<file path="src/dtti_pkg.sv">
// types and constants for the decimal text to integer unit
// no dependencies
`default_nettype none

package dtti_pkg;

  typedef enum logic [3:0] {
    PH_START   = 4'b0001,
    PH_SIGN    = 4'b0010,
    PH_DIGITS  = 4'b0100,
    PH_STOPPED = 4'b1000
  } phase_t;

  typedef enum logic [2:0] {
    ERR_NONE     = 3'd0,
    ERR_EMPTY    = 3'd1,
    ERR_NODIGIT  = 3'd2,
    ERR_OVERFLOW = 3'd3,
    ERR_TRAILING = 3'd4
  } err_t;

  typedef enum logic [1:0] {
    REG_SIGNED_MODE = 2'd0,
    REG_STRICT_MODE = 2'd1,
    REG_WIDE_MODE   = 2'd2
  } reg_idx_t;

  localparam logic [7:0] CHAR_ZERO  = 8'h30;
  localparam logic [7:0] CHAR_NINE  = 8'h39;
  localparam logic [7:0] CHAR_MINUS = 8'h2D;
  localparam logic [7:0] CHAR_PLUS  = 8'h2B;

  // type maximum divided by ten
  localparam logic [63:0] LIM_S32 = 64'd214748364;
  localparam logic [63:0] LIM_U32 = 64'd429496729;
  localparam logic [63:0] LIM_S64 = 64'd922337203685477580;
  localparam logic [63:0] LIM_U64 = 64'd1844674407370955161;

  // last digit of the type maximum (of the minimum's magnitude for TOP_SIGNED_NEG)
  localparam logic [3:0] TOP_SIGNED_POS = 4'd7;
  localparam logic [3:0] TOP_SIGNED_NEG = 4'd8;
  localparam logic [3:0] TOP_UNSIGNED   = 4'd5;

  localparam logic [63:0] MASK_32 = 64'h0000_0000_FFFF_FFFF;
  localparam logic [63:0] MASK_64 = 64'hFFFF_FFFF_FFFF_FFFF;

  typedef struct packed {
    logic signed_mode;
    logic strict_mode;
    logic wide_mode;
  } cfg_t;

  typedef struct packed {
    logic [63:0] acc;
    logic        neg;
    phase_t      phase;
    err_t        perr;
  } dtti_state_t;

  typedef struct packed {
    logic [63:0] number;
    logic        ok;
    err_t        err;
  } dtti_res_t;

  localparam dtti_state_t STATE_CLEAR = '{acc: 64'd0, neg: 1'b0, phase: PH_START,
                                         perr: ERR_NONE};

endpackage

`default_nettype wire

</file>
<file path="src/dtti_parse_step.sv">
// one character step of the parser and the end of string result
// depends on dtti_pkg
`default_nettype none

module dtti_parse_step (
  input  dtti_pkg::cfg_t        cfg_i,
  input  dtti_pkg::dtti_state_t cur_i,
  input  logic [7:0]            text_byte_i,
  input  logic                  has_byte_i,
  output dtti_pkg::dtti_state_t nxt_o,
  output dtti_pkg::dtti_res_t   res_o
);
  import dtti_pkg::*;

  logic        is_digit;
  logic [3:0]  digit;
  logic [3:0]  top;
  logic [63:0] lim;
  logic [63:0] mask;
  logic [63:0] acc_x10;
  logic        overflow;
  logic        do_digit;
  logic        do_fail;
  err_t        fail_code;
  logic        fail_any;
  err_t        fail_sel;
  dtti_state_t st;
  logic [63:0] v_masked;
  logic [63:0] v_final;
  err_t        end_err;

  assign is_digit = text_byte_i inside {[CHAR_ZERO:CHAR_NINE]};
  // ascii digits sit at 0x30..0x39
  assign digit    = text_byte_i[3:0];
  assign mask     = cfg_i.wide_mode ? MASK_64 : MASK_32;

  always_comb begin
    case ({cfg_i.signed_mode, cfg_i.wide_mode})
      2'b00:   lim = LIM_U32;
      2'b01:   lim = LIM_U64;
      2'b10:   lim = LIM_S32;
      default: lim = LIM_S64;
    endcase
    if (cfg_i.signed_mode) begin
      top = cur_i.neg ? TOP_SIGNED_NEG : TOP_SIGNED_POS;
    end else begin
      top = TOP_UNSIGNED;
    end
  end

  assign acc_x10  = {cur_i.acc[60:0], 3'b000} + {cur_i.acc[62:0], 1'b0} + {60'd0, digit};
  assign overflow = (cur_i.acc > lim) || ((cur_i.acc == lim) && (digit > top));

  always_comb begin
    st        = cur_i;
    do_digit  = 1'b0;
    do_fail   = 1'b0;
    fail_code = ERR_NODIGIT;
    fail_any  = 1'b0;
    fail_sel  = ERR_NODIGIT;
    if (has_byte_i) begin
      case (cur_i.phase)
        PH_START: begin
          if ((text_byte_i == CHAR_MINUS) && cfg_i.signed_mode) begin
            st.neg   = 1'b1;
            st.phase = PH_SIGN;
          end else if (text_byte_i == CHAR_PLUS) begin
            st.phase = PH_SIGN;
          end else if (is_digit) begin
            do_digit = 1'b1;
          end else begin
            do_fail   = 1'b1;
            fail_code = ERR_NODIGIT;
          end
        end
        PH_SIGN: begin
          if (is_digit) begin
            do_digit = 1'b1;
          end else begin
            do_fail   = 1'b1;
            fail_code = ERR_NODIGIT;
          end
        end
        PH_DIGITS: begin
          if (is_digit) begin
            do_digit = 1'b1;
          end else begin
            do_fail   = 1'b1;
            fail_code = ERR_TRAILING;
          end
        end
        default: begin
        end
      endcase
    end

    if (do_digit && cfg_i.strict_mode && overflow) begin
      fail_any = 1'b1;
      fail_sel = ERR_OVERFLOW;
    end else if (do_digit) begin
      st.acc   = cfg_i.strict_mode ? acc_x10 : (acc_x10 & mask);
      st.phase = PH_DIGITS;
    end else if (do_fail) begin
      fail_any = 1'b1;
      fail_sel = fail_code;
    end

    if (fail_any) begin
      st.phase = PH_STOPPED;
      if (cfg_i.strict_mode && (cur_i.perr == ERR_NONE)) begin
        st.perr = fail_sel;
      end
    end
  end

  assign nxt_o = st;

  // end of string, taken on the state after this character
  always_comb begin
    end_err = ERR_NONE;
    if (cfg_i.strict_mode) begin
      if (st.perr != ERR_NONE) begin
        end_err = st.perr;
      end else if (st.phase == PH_START) begin
        end_err = ERR_EMPTY;
      end else if ((st.phase == PH_SIGN) || (st.phase == PH_STOPPED)) begin
        end_err = ERR_NODIGIT;
      end
    end

    v_masked = st.acc & mask;
    v_final  = st.neg ? ((~v_masked + 64'd1) & mask) : v_masked;
    if (!cfg_i.wide_mode && cfg_i.signed_mode && v_final[31]) begin
      v_final[63:32] = 32'hFFFF_FFFF;
    end
  end

  assign res_o.number = (end_err != ERR_NONE) ? 64'd0 : v_final;
  assign res_o.ok     = (end_err == ERR_NONE);
  assign res_o.err    = end_err;

endmodule

`default_nettype wire

</file>
<file path="src/decimal_text_to_integer_unit.sv">
// the last byte of a string passes through the input register and then the result register to result valid
// throughput: one byte per cycle unless a last byte waits on a full, stalled result register; the
// accumulator update (x10 plus digit, limit compare) is combinational, so bytes stream back to back
// a string yields one result on its last byte; a stalled result holds the pipe
// reset (rst_n low, synchronous): empty pipe, string state cleared,
// signed_mode=1 strict_mode=1 wide_mode=0
// depends on dtti_pkg and dtti_parse_step
`default_nettype none

module decimal_text_to_integer_unit (
  input  logic        clk,
  input  logic        rst_n,
  input  logic        cfg_we,
  input  logic [1:0]  cfg_index,
  input  logic        cfg_wdata,
  input  logic        in_valid,
  output logic        in_ready,
  input  logic [7:0]  in_text_byte,
  input  logic        in_has_byte,
  input  logic        in_last_byte,
  output logic        out_valid,
  input  logic        out_ready,
  output logic [63:0] out_number,
  output logic        out_ok,
  output logic [2:0]  out_error_code
);
  import dtti_pkg::*;

  cfg_t        cfg_r;
  logic        s1_valid_r;
  logic [7:0]  s1_byte_r;
  logic        s1_has_r;
  logic        s1_last_r;
  dtti_state_t state_r;
  dtti_state_t state_nxt;
  dtti_res_t   res_nxt;
  logic        out_valid_r;
  dtti_res_t   out_r;
  logic        s1_fire;

  always_ff @(posedge clk) begin
    if (!rst_n) begin
      cfg_r.signed_mode <= 1'b1;
      cfg_r.strict_mode <= 1'b1;
      cfg_r.wide_mode   <= 1'b0;
    end else if (cfg_we) begin
      case (cfg_index)
        REG_SIGNED_MODE: cfg_r.signed_mode <= cfg_wdata;
        REG_STRICT_MODE: cfg_r.strict_mode <= cfg_wdata;
        REG_WIDE_MODE:   cfg_r.wide_mode   <= cfg_wdata;
        default: begin
        end
      endcase
    end
  end

  // stage advances unless it must emit into a full, stalled result register
  assign s1_fire  = s1_valid_r && (!s1_last_r || !out_valid_r || out_ready);
  assign in_ready = !s1_valid_r || s1_fire;

  always_ff @(posedge clk) begin
    if (!rst_n) begin
      s1_valid_r <= 1'b0;
    end else if (in_ready) begin
      s1_valid_r <= in_valid;
    end
  end

  always_ff @(posedge clk) begin
    if (in_valid && in_ready) begin
      s1_byte_r <= in_text_byte;
      s1_has_r  <= in_has_byte;
      s1_last_r <= in_last_byte;
    end
  end

  dtti_parse_step u_step (
    .cfg_i       (cfg_r),
    .cur_i       (state_r),
    .text_byte_i (s1_byte_r),
    .has_byte_i  (s1_has_r),
    .nxt_o       (state_nxt),
    .res_o       (res_nxt)
  );

  always_ff @(posedge clk) begin
    if (!rst_n) begin
      state_r <= STATE_CLEAR;
    end else if (s1_fire) begin
      state_r <= s1_last_r ? STATE_CLEAR : state_nxt;
    end
  end

  always_ff @(posedge clk) begin
    if (!rst_n) begin
      out_valid_r <= 1'b0;
    end else if (s1_fire && s1_last_r) begin
      out_valid_r <= 1'b1;
    end else if (out_ready) begin
      out_valid_r <= 1'b0;
    end
  end

  always_ff @(posedge clk) begin
    if (s1_fire && s1_last_r) begin
      out_r <= res_nxt;
    end
  end

  assign out_valid      = out_valid_r;
  assign out_number     = out_r.number;
  assign out_ok         = out_r.ok;
  assign out_error_code = out_r.err;

endmodule

`default_nettype wire

</file>
<file path="config.mk">
export PLATFORM = sky130hd
export DESIGN_NAME = decimal_text_to_integer_unit
export DESIGN_NICKNAME = d
export VERILOG_FILES = /design/src/dtti_pkg.sv /design/src/dtti_parse_step.sv /design/src/decimal_text_to_integer_unit.sv
export SDC_FILE = /design/constraint.sdc
export NUM_CORES = 1
export LEC_CHECK = 0
export ABC_CLOCK_PERIOD_IN_PS = 19600
export BUFFER_PORTS_ARGS = -buffer_cell sky130_fd_sc_hd__buf_2
export CORE_MARGIN = 2
export CORE_UTILIZATION = 35
export CTS_BUF_LIST = sky130_fd_sc_hd__clkbuf_8 sky130_fd_sc_hd__clkbuf_16
export DETAILED_ROUTE_END_ITERATION = 7
export PLACE_DENSITY = 0.6
export SLEW_MARGIN = 20
export SYNTH_ARGS = -nofsm -noshare
export SYNTH_HDL_FRONTEND = slang
export SYNTH_SLANG_ARGS = --single-unit
export TNS_END_PERCENT = 5
</file>
<file path="constraint.sdc">
create_clock -name clk -period 19.6 [get_ports clk]
set_input_delay 3.92 -clock clk [delete_from_list [all_inputs] [get_ports clk]]
set_output_delay 3.92 -clock clk [all_outputs]
set_load 0.005 [all_outputs]
</file>
==> flow_summary.ini <==
[grt]
grt_pass1_wl_um = 85300
first_global_vias = 14700
antenna_found_initial = 0
grt_max_degree = 73
grt_usage_pct = 22.8
grt-ovfl-total = 0

[cells_and_area]
drive_gt1_share_pct = 9.61
n_antenna_cell = 0
nFillCells = 4720
area_growth_pct = 9.24
final_nets = 2181

[setup_path]
cp_cell_sequence = buf_2, nor2b_1, nand3_1, buf_2
criticalPathCategory = input port to primary output
slowest_delay_ps = 240
worst-path-max-fanout = 4
endpoint_kind = primary output
cp.buffers_inverters = 2
cp-start-kind = input port
worst_ep_required_time_ps = 15680
crit_family = simple AND/OR/NAND/NOR gates
slowest_stage = nor2b_1
reg2reg_setup_slack_ps = 12080
worst_ep_arrival_time_ps = 4550
crit_top_cell = buf_2

[floorplan]
coreArea_mm2 = 0.0454
die_w_um = 218
start_util_pct = 35.4
die_area_mm2 = 0.0476
rows = 78
pin_count = 88
die_y_um = 218

[route]
dr.first_iter.drc_count = 1512
drc = 0
ant_nets = 0
vias_per_cell = 6.04
dr_total_vias = 15800
wl_um = 55200
wire_per_inst_um = 21.2
drtPass1Iterations = 5

[clock_tree]
cts_made_buffers = 17
cts-resized-gates = 0
clock_sinks = 155
cts_setup_buffers = 0
hold_buffers = 0
htreeDepth = 4
clockBufferDepth = 2
cts_tree = built
clk_latency_ps = 450
clk_pin_slew_worst_paths_ps = 60
cts-root-buf = clkbuf_16

[synthesis]
synth_edf_count = 78
synth_top_family_by_area = compound AO/OA/AOI/OAI gates
yosys.area.top_type_share_pct = 14.6
synthXorXnorAreaFrac_pct = 5.29
synthAdderAreaFrac_pct = 13.2
postSynthCellCount = 1979
synth_cell_type_count = 97
synth_compound_area_share_pct = 25.6
ys_warn_count = 0
ys.flop_type = edfxtp_1
synth_seq_cells = 155
syn-cell-area_mm2 = 0.0161
synth_mux_area_share_pct = 3.17
synth_top_cell_by_area = edfxtp_1
syn_nets = 2165
synthTopCellsByArea = edfxtp_1 (15%), ha_1 (13%), dfxtp_1 (9.6%), a21oi_1 (4.5%), nor2_1 (4.3%)
async_flop_share_pct = 0
synth_seq_area_share_pct = 24.2
avgSynthCellArea_um2 = 8.12
yosys.area_share.simple_pct = 24.9

[placement]
dp_hpwl_um = 42100
portBuffers = 87
gp_congestion = 0.950

[sta]
rsz0062_at_grt = false
min_period_over_period_pct = 43.2
max-slew-margin-rel_pct = 35.6
max_freq_mhz = 118
fin_tns_setup_ps = 0
worstMarginPinSlew_ps = 960
finClkSkew_ps = 13.9
report.final.slew_viol_count = 0
setup_viol = 0
fin_crit_ps = 8470
hold_violations = 0

[hold_path]
hp-class = flip-flop to flip-flop

[power]
leakage_nw = 7.03
p_per_area_mw_per_mm2 = 42.6
combPwrFrac_pct = 7.4
design_power_total_uw = 747
p_clk_share_pct = 45.9
swShare_pct = 24.4
p_switching_uw = 182
power.share.sequential_pct = 46.7
peakVddDrop_uv = 68.4
p_int_uw = 564

[run]
max_cap_viol_count = 0

[outcome]
status = completed
-- final cells by class --
cell class	count	area [µm²]	area share, %
multi-input cells	1683	11600	66.2
flip-flops and latches	155	3880	22.1
well taps	600	751	4.28
repair buffers	106	578	3.29
clock buffers	18	439	2.50
clock inverters	14	155	0.884
inverters	32	120	0.684
-- Yosys cell counts (all sizes together) (15+ instances only) --
cell type and count:
nor2 185, nand2 176, ha 166, o21ai 154
a21oi 144, clkbuf 78, edfxtp 78, dfxtp 77
nor3 60, nor2b 53, xor2 49, and2 48
xnor2 48, a22oi 47, mux2i 46, nand3 41
nand4 39, inv 32, buf 31, o31ai 31
a211oi 30, a21o 30, or3 27, nor4 24
a31oi 18, o21a 17, nand2b 15, o211ai 15
-- cell usage in the layout, fill, tap and decap left out, drive strengths merged, types with 39 or more instances in the layout --
cell / n
a21oi: 144
a22oi: 47
and2: 48
buf: 106
dfxtp: 77
edfxtp: 78
ha: 166
mux2i: 46
nand2: 176
nand3: 41
nand4: 39
nor2: 185
nor2b: 53
nor3: 60
o21ai: 154
xnor2: 48
xor2: 49
-- per-layer routing --
layer / up-vias / global-route usage [%] / share of wire, %
li1: 7514 / - / -
met5: - / 0 / 0
met1: 7542 / 33.1 / 47
met4: 0 / 6.58 / 1.8
met3: 70 / 3.01 / 7.2
met2: 639 / 35.2 / 44
-- state kept, by name, indices dropped and copies added (netlist names), 3 cells and up --
signal	count
s1_byte_r	8
cfg_r	3
state_r	72
out_number	64
out_error_code	3
-- path summary, 6_finish.rpt --
| path | cells after the start | end | from |
|---|---|---|---|
| max | 4 | in_ready | out_ready |
| min | 2 | state_r[1]$_SDFFE_PN0P_ | state_r[1]$_SDFFE_PN0P_ |
| max reg2reg | 20 | out_number[62]$_SDFFCE_PN0P_ | cfg_r[0]$_SDFFE_PN0P_ |
| min reg2reg | 2 | state_r[1]$_SDFFE_PN0P_ | state_r[1]$_SDFFE_PN0P_ |
-- logic make-up (layout without fill, tap and decap cells) --
group,Yosys count,in the layout
adders and majority gates,168,168
xor gates and xnor gates,97,97
DFF,155,155
buffers and inverters,141,170
and+or+nand+nor,761,761
muxes,50,50
AOI/OAI and AO/OA,607,607
-- power groups by stage --
stage	registers, mW	logic [mW]	clock network, mW
after floorplan	0.355	0.0358	0
after global placement	0.356	0.0536	0
after detailed placement	0.356	0.0548	0
after CTS	0.349	0.0551	0.347
after global routing	0.349	0.0602	0.359
final	0.349	0.0554	0.343
-- through the flow --
step           cells  setup slack, ps  area [µm²]  utilization [%]  hold WS (ps)
4_1_cts         2608            11130       17500             38.7           540
3_3_place_gp    2576            11190       16900             37.3           502
2_1_floorplan   1979            11450       16100                -           479
5_1_grt         2608            11080       17600             38.7           577
3_5_place_dp    2576            11140       16900             37.3           532
6_report        2608            11130       17600             38.7           544
-- worst min-delay path, cell delays in order, from the launching register on --
cell	delay, ps
dfxtp_1	380
a21oi_1	60
nor2_1	70
Note: power is estimated with default switching activity, not from simulation.
